`config.mk`:
```
export PLATFORM = sky130hd
export DESIGN_NAME = palette_brightness_contrast_alpha
export DESIGN_NICKNAME = d
export VERILOG_FILES = /design/src/rtl/pbca_pkg.sv /design/src/rtl/palette_brightness_contrast_alpha.sv
export SDC_FILE = /design/constraint.sdc
export NUM_CORES = 1
export LEC_CHECK = 0
export ABC_AREA = 1
export CAP_MARGIN = 20
export CORE_UTILIZATION = 40
export DETAILED_ROUTE_END_ITERATION = 12
export DONT_BUFFER_PORTS = 1
export RECOVER_POWER = 50
export SLEW_MARGIN = 20
export SYNTH_ARGS = -nofsm -noshare
export SYNTH_HDL_FRONTEND = slang
export SYNTH_SLANG_ARGS = --single-unit
```
`constraint.sdc`:
```
create_clock -name clk_i -period 9.16 [get_ports clk_i]
set_input_delay 1.374 -clock clk_i [delete_from_list [all_inputs] [get_ports clk_i]]
set_output_delay 1.374 -clock clk_i [all_outputs]
set_load 0.1 [all_outputs]
```
`src/rtl/pbca_pkg.sv`:
```
package pbca_pkg;

  // Field and bus widths
  localparam int unsigned ChanW     = 8;
  localparam int unsigned WordW     = 16;
  localparam int unsigned InDataW   = 5 * ChanW;
  localparam int unsigned OutDataW  = ChanW + 4 * WordW;
  localparam int unsigned CfgAddrW  = 2;

  // Register indexes
  localparam logic [CfgAddrW-1:0] RegContrast   = 2'd0;
  localparam logic [CfgAddrW-1:0] RegBrightness = 2'd1;
  localparam logic [CfgAddrW-1:0] RegAlphaLevel = 2'd2;

  // Register reset values
  localparam logic [ChanW-1:0] ContrastRst   = 8'd128;
  localparam logic [ChanW-1:0] BrightnessRst = 8'd128;
  localparam logic [ChanW-1:0] AlphaLevelRst = 8'd33;

  // Arithmetic constants
  localparam logic [ChanW-1:0] AlphaOpaque  = 8'd255;
  localparam logic [WordW-1:0] RedBlackWord = 16'h0100;
  localparam logic [9:0]       Recip3       = 10'd683;  // 2^11 / 3, rounded up

  // Signed product of (c - 128) and (contrast + 64)
  typedef logic signed [16:0] chan_prod_t;

  typedef struct packed {
    logic [ChanW-1:0] alpha;
    logic [ChanW-1:0] blue;
    logic [ChanW-1:0] green;
    logic [ChanW-1:0] red;
    logic [ChanW-1:0] index;
  } in_item_t;

  typedef struct packed {
    logic [WordW-1:0] transp_word;
    logic [WordW-1:0] blue_word;
    logic [WordW-1:0] green_word;
    logic [WordW-1:0] red_word;
    logic [ChanW-1:0] entry_out;
  } out_item_t;

  // Scale a channel's distance from mid grey by the contrast gain
  function automatic chan_prod_t chan_prod(logic [ChanW-1:0] c, logic [ChanW-1:0] k);
    logic signed [8:0]  dc;
    logic signed [9:0]  gain;
    logic signed [18:0] prod;
    dc   = $signed({1'b0, c}) - 9'sd128;
    gain = $signed({2'b00, k}) + 10'sd64;
    prod = dc * gain;
    return $signed(prod[16:0]);
  endfunction

  // Divide by 192 toward zero, add brightness offset and clamp to 0..255
  function automatic logic [ChanW-1:0] chan_map(chan_prod_t p, logic [ChanW-1:0] bright);
    logic              neg;
    logic [16:0]       mag;
    logic [9:0]        by64;
    logic [19:0]       scaled;
    logic [7:0]        quot;
    logic signed [10:0] sq;
    logic signed [10:0] sum;
    neg    = p[16];
    mag    = neg ? 17'(-p) : 17'(p);
    by64   = mag[15:6];
    scaled = 20'(by64) * 20'(Recip3);
    quot   = scaled[18:11];
    sq     = neg ? -$signed({3'b000, quot}) : $signed({3'b000, quot});
    sum    = sq + $signed({3'b000, bright});
    if (sum < 11'sd0) begin
      return '0;
    end else if (sum > 11'sd255) begin
      return 8'hFF;
    end
    return sum[7:0];
  endfunction

  // Scale transparency by level/256, keeping the opaque value 255 unchanged
  function automatic logic [ChanW-1:0] alpha_map(logic [ChanW-1:0] a, logic [ChanW-1:0] lvl);
    logic [15:0] prod;
    prod = 16'(a) * 16'(lvl);
    return (a == AlphaOpaque) ? AlphaOpaque : prod[15:8];
  endfunction

endpackage

```
`src/rtl/palette_brightness_contrast_alpha.sv`:
```
// Accepted items are registered in stage one and then in the output register.
// Throughput: one item per cycle; the contrast multiply is registered before the
// divide-by-192 reciprocal multiply, and both stages stall only when the output is held.
// Reset (rst_ni low, asynchronous): all stages empty, contrast and brightness 128,
// alpha level 33.
module palette_brightness_contrast_alpha
  import pbca_pkg::*;
(
  input  logic                clk_i,
  input  logic                rst_ni,
  // Configuration writes
  input  logic                cfg_we_i,
  input  logic [CfgAddrW-1:0] cfg_addr_i,
  input  logic [ChanW-1:0]    cfg_wdata_i,
  // Input palette entries
  input  logic                s_axis_tvalid,
  output logic                s_axis_tready,
  // entry_index[7:0], red_in[15:8], green_in[23:16], blue_in[31:24], alpha_in[39:32]
  input  logic [InDataW-1:0]  s_axis_tdata,
  // Colormap words
  output logic                m_axis_tvalid,
  input  logic                m_axis_tready,
  // entry_out[7:0], red_word[23:8], green_word[39:24], blue_word[55:40],
  // transp_word[71:56]
  output logic [OutDataW-1:0] m_axis_tdata
);

  logic [ChanW-1:0] contrast_q, brightness_q, alpha_level_q;

  in_item_t   in_item;
  logic       rdy1, rdy2;
  logic       v1_q, v2_q;
  logic [ChanW-1:0] idx1_q, alpha1_q;
  chan_prod_t red1_q, green1_q, blue1_q;
  out_item_t  out_q, out_d;

  assign in_item = in_item_t'(s_axis_tdata);

  // Advance a stage when it is empty or its contents move on
  assign rdy2          = !v2_q || m_axis_tready;
  assign rdy1          = !v1_q || rdy2;
  assign s_axis_tready = rdy1;
  assign m_axis_tvalid = v2_q;
  assign m_axis_tdata  = out_q;

  // Hold configuration registers
  always_ff @(posedge clk_i or negedge rst_ni) begin
    if (!rst_ni) begin
      contrast_q    <= ContrastRst;
      brightness_q  <= BrightnessRst;
      alpha_level_q <= AlphaLevelRst;
    end else if (cfg_we_i) begin
      unique case (cfg_addr_i)
        RegContrast:   contrast_q    <= cfg_wdata_i;
        RegBrightness: brightness_q  <= cfg_wdata_i;
        RegAlphaLevel: alpha_level_q <= cfg_wdata_i;
        default:       ;
      endcase
    end
  end

  // Track occupancy of both stages
  always_ff @(posedge clk_i or negedge rst_ni) begin
    if (!rst_ni) begin
      v1_q <= 1'b0;
      v2_q <= 1'b0;
    end else begin
      if (rdy1) begin
        v1_q <= s_axis_tvalid;
      end
      if (rdy2) begin
        v2_q <= v1_q;
      end
    end
  end

  // Stage one: contrast products and scaled transparency
  always_ff @(posedge clk_i) begin
    if (rdy1 && s_axis_tvalid) begin
      idx1_q   <= in_item.index;
      red1_q   <= chan_prod(in_item.red, contrast_q);
      green1_q <= chan_prod(in_item.green, contrast_q);
      blue1_q  <= chan_prod(in_item.blue, contrast_q);
      alpha1_q <= alpha_map(in_item.alpha, alpha_level_q);
    end
  end

  // Stage two: divide, offset, clamp and build the colormap words
  always_comb begin
    logic [ChanW-1:0] red_c;
    red_c             = chan_map(red1_q, brightness_q);
    out_d.entry_out   = idx1_q;
    out_d.red_word    = (red_c == '0) ? RedBlackWord : {red_c, 8'h00};
    out_d.green_word  = {chan_map(green1_q, brightness_q), 8'h00};
    out_d.blue_word   = {chan_map(blue1_q, brightness_q), 8'h00};
    out_d.transp_word = {alpha1_q, 8'h00};
  end

  always_ff @(posedge clk_i) begin
    if (rdy2 && v1_q) begin
      out_q <= out_d;
    end
  end

endmodule

```
Word level (Yosys, flattened, before mapping)
Index checks and enable logic that the tools add are counted.
W data, S select, Z words.
{"block": "classes", "n_addsub": 13, "n_shift": 0, "div_mod_pow": 0, "magnitude_cmp": 6, "n_mul": 7, "reduce_logical": 11, "eq_ne": 3, "bitwise": 0, "mux": 21}
{"cell": "$mux W8", "n": 9}
{"cell": "$mul A10 B10 Y19 const B", "n": 3}
{"cell": "$mul A9 B10 Y17", "n": 3}
{"cell": "$mux W16", "n": 3}
{"cell": "$neg A16 Y16", "n": 3}
{"cell": "$add A11 B9 Y11", "n": 3}
{"cell": "$gt A11 B9 Y1 const B", "n": 3}
{"cell": "$lt A11 B1 Y1 const B", "n": 3}
{"cell": "$mux W11", "n": 3}
{"cell": "$neg A8 Y11", "n": 3}
{"cell": "$sub A8 B8 Y9 const B", "n": 3}
{"cell": "$mul A8 B8 Y16", "n": 1}
{"cell": "$add A8 B7 Y9 const B", "n": 1}
{"cell": "$eq A8 B8 Y1 const B", "n": 1}
{"cell": "$logic_not A8 Y1", "n": 1}
{"cell": "$mux W1", "n": 6}
{"cell": "$reduce_and A2 Y1", "n": 3}
{"cell": "$eq A2 B1 Y1 const B", "n": 1}
{"cell": "$eq A2 B2 Y1 const B", "n": 1}
{"cell": "$logic_and A1 B1 Y1", "n": 2}
{"cell": "$logic_not A1 Y1", "n": 2}
{"cell": "$logic_not A2 Y1", "n": 1}
{"cell": "$logic_or A1 B1 Y1", "n": 2}
{"block": "word_totals", "latchBits": 0, "ram_bits": 0, "output_inout_bits": 74, "mem_bits_ro": 0, "ff_bits": 141, "n_memories": 0}

Longest topological paths before layout
{"block": "logic_depth", "ltp_word": 11, "ltp_mapped": 48, "ltp_nobuf": 48}

Worst setup path after synthesis
No wires, ideal clock.
{"block": "synth_timing", "path_type": "register -> register", "startpoint": "reg green1_q[0]", "endpoint": "reg out_q, in the netlist m_axis_tdata[32] (data pin)", "stages_incl_launch_ff": 42, "t_arrival_ps": 7198, "n_path_buf": 0, "period_less_slack_ps": 7452, "slack_ps": 1708, "path_cell_list": "edfxtp_1 > nor2_1 > nand2_1 > nor3_2 > nand2_1 > nor2_2 > nand2_1 > nor2_2 > nand2_2 > o21ai_0 > nand2_1 > xnor2_1 > inv_1 > ha_1 > ha_1 > fa_1 > inv_1 > fa_1 > (+6 left out) > nand2_1 > xor2_1 > inv_1 > ha_1 > o21ai_0 > fa_1 > o21ai_0 > a21oi_1 > nor2_1 > nor2_1 > nor2_1 > nor2_1 > o21ai_0 > nand4_2 > nand2_4 > nand2_4 > nand2_8 > nand2_2"}
{"element": "from (decl)", "line_no": "palette_brightness_contrast_alpha.sv:34", "rtl": "chan_prod_t red1_q, green1_q, blue1_q;"}
{"element": "from (signal assigned)", "line_no": "palette_brightness_contrast_alpha.sv:82", "rtl": "green1_q <= chan_prod(in_item.green, contrast_q);"}
{"element": "to (signal assigned)", "line_no": "palette_brightness_contrast_alpha.sv:101", "rtl": "out_q <= out_d;"}
{"element": "to (decl)", "line_no": "palette_brightness_contrast_alpha.sv:35", "rtl": "out_item_t out_q, out_d;"}

==> flow_summary.toml <==
[outcome]
outcome = "finished with violations"
violations = "capacitance limit"

[critical_path]
worst_r2r_endpoint = "m_axis_tdata[34]"
max_stage_delay_ns = 0.54
rrSetupSlack_ns = 0.87
critPathKind = "reg2reg"
r2r-start = "green1_q[2]"
crit_path_frequent_cell = "nand2_1"
path_max_fanout = 9
crit_path_start_kind = "flop"
worstPathRequired_ns = 9.38
cp.arrival_ns = 8.51
slowest_stage = "fa_1"
rr_worst_depth = 41
crit_path_end_kind = "flop"

[clock_tree]
cts.sinks = 133
cts_tree = "yes"
path_clk_slew_ns = 0.06
cts_made_buffers = 17
clk_path_buf_depth = 2
htree_levels = 4
cts_root_buf = "clkbuf_16"
cts_hold_buf = 0
postCtsSetupBuffers = 0
ctsResizeCount = 0
clk_latency_ns = 0.46

[cells_and_area]
regArea_mm2 = 0.00387
final_area_mm2 = 0.0236
drive_gt1_frac = 0.0417
n_antenna_cell = 0
area_growth_pct = 5.30
nFillCells = 5511
fin_cells = 3413
multi_input_area_mm2 = 0.0158
final_nets = 3332

[worst_hold_path]
min_path_cells = 0
min-delay-start = "idx1_q[2]"
min_path_type = "reg2reg"
worstHoldEndpoint = "m_axis_tdata[2]"

[floorplan]
num_io_pins = 129
die_height_um = 239
initial_core_util = 0.406
num_rows = 86
coreArea_mm2 = 0.0553
fp.dieW_um = 239
dieArea_mm2 = 0.0571

[yosys]
synth_most_common_cell = "inv_1"
yosysSeqAreaShare = 0.172
netlist_top_cells_count = "639 x inv_1, 546 x nand2_1, 375 x ha_1"
ys_ff_latch = 133
synth_top_area_frac = 0.223
synth-compound-area-share = 0.0524
ys_top_cells_by_area = "fa_1 22%, ha_1 21%, edfxtp_1 14%"
async_flop_share = 0.195
synthAdderAreaFrac = 0.432
synth_top_family_by_area = "adder cells"
synth_cell_type_count = 48
yosys-mux-area-fraction = 0
synth_largest_area_cell = "fa_1"
synth_edf_count = 107
yosys.area_share.simple = 0.159
post_synth.cell_area_avg_um2 = 8.34
synth_cells = 2692
synthesis.area_mm2 = 0.0225
yosysWarnings = 0
synthXorXnorAreaFrac = 0.0540
synth_flop_cell = "edfxtp_1"

[global_routing]
grt_pass1_vias = 16900
grt_max_degree = 53
grt_remaining_overflow = 0
antenna_found_initial = 0
grt_usage = 0.180
grt_pass1_wl_um = 82500

[placed_design]
placed_cell_area_mm2 = 0.0231
dp_hpwl_um = 40900
dp_slack_ns = 0.801
dp.cells = 3381
gp_congestion = 0.872
numPortBuffers = 0

[drt]
vias = 16200
drt_iter0_markers = 745
wirelength_um = 48200
via_per_inst = 4.74
drc_errors = 0
wl_per_cell_um = 14.1
detail-route-antenna-nets = 0
drtPass1Iterations = 5

[timing]
min_period_ns = 8.29
clock_skew_ns = 0.0133
rsz0062_at_grt = "false"
setup_ws_ns = 0.873
final_max_slew_viol_count = 0
fmax_mhz = 121
setup_viol = 0
max_slew.worst_pin.slew_ns = 1.49
setup_tns_ns = 0
max-slew-margin-rel = 0.00902
post-route-period-util = 0.905
finalHoldViolCount = 0

[run]
maxCapViolCount = 1
registers in the layout, summed over array words and instances (netlist names), 17 cells and up:
register,cells
blue1_q,17
m_axis_tdata,40
green1_q,17
red1_q,17
cells in the final DEF (no fill, tap or decap), drive strengths merged, types with 2 or more instances in the layout:
cell type	count
fa	250
o21bai	11
xnor2	46
dfstp	4
a211oi	2
nand4	15
nor2	135
edfxtp	107
conb	32
a21o	9
a21oi	106
buf	12
clkinv	12
nor4	6
o31ai	3
xor2	89
ha	375
nand3	66
or2	7
dfrtp	22
o21a	4
o21ai	81
clkbuf	19
inv	643
clkinvlp	3
nor3	16
nand2	573
and2	4
nand3b	10
metal layers:
layer | track usage | part of all wire | vias up
met5 | 0 | 0 | -
met4 | 0.0526 | 0.021 | 0
met3 | 0.0271 | 0.033 | 54
met2 | 0.305 | 0.48 | 244
met1 | 0.235 | 0.47 | 7754
li1 | - | - | 8115
final cells by class:
type,instances,area share
Clock inverter,15,0.00556
Timing Repair Buffer,14,0.00413
Inverter,644,0.102
Tap cell,748,0.0396
Multi-Input combinational cell,1842,0.667
Clock buffer,17,0.0180
Sequential cell,133,0.164
worst max path at each step:
stage | from | end | slack (ns) | depth (start not counted)
2_1_floorplan | green1_q[0] | m_axis_tdata[32] | 1.71 | 41
3_3_place_gp | green1_q[2] | m_axis_tdata[35] | 1.18 | 41
3_5_place_dp | green1_q[0] | m_axis_tdata[34] | 0.80 | 41
4_1_cts | green1_q[0] | m_axis_tdata[34] | 0.79 | 41
5_1_grt | red1_q[2] | m_axis_tdata[16] | 0.09 | 40
6_report | green1_q[2] | m_axis_tdata[34] | 0.87 | 41
through the flow:
step / hold slack [ns] / util
floorplan: 0.400 / -
global placement: 0.402 / 0.418
detailed placement: 0.405 / 0.418
CTS: 0.418 / 0.428
global route: 0.428 / 0.427
finish: 0.418 / 0.427
critical path: cells and delay by family, from the launching register on:
family	cells	cell delay (ns)
flops	1	0.36
compound gates	5	1.11
fa+ha+maj	8	3.21
buf+inv	4	0.29
simple gates	22	2.41
xor+xnor	2	0.64
cell families (layout without fill, tap and decap cells):
kind of cell,after synthesis,count (layout)
AND/OR/NAND/NOR,832,832
buffers and inverters,748,690
adder cells (fa/ha/maj),625,625
AO/OA/AOI/OAI,218,218
XOR/XNOR,135,135
flip-flops,133,133
other,1,32
Power is not shown: default switching activity piles up to over one toggle a cycle in this logic, so the estimate is an artifact.
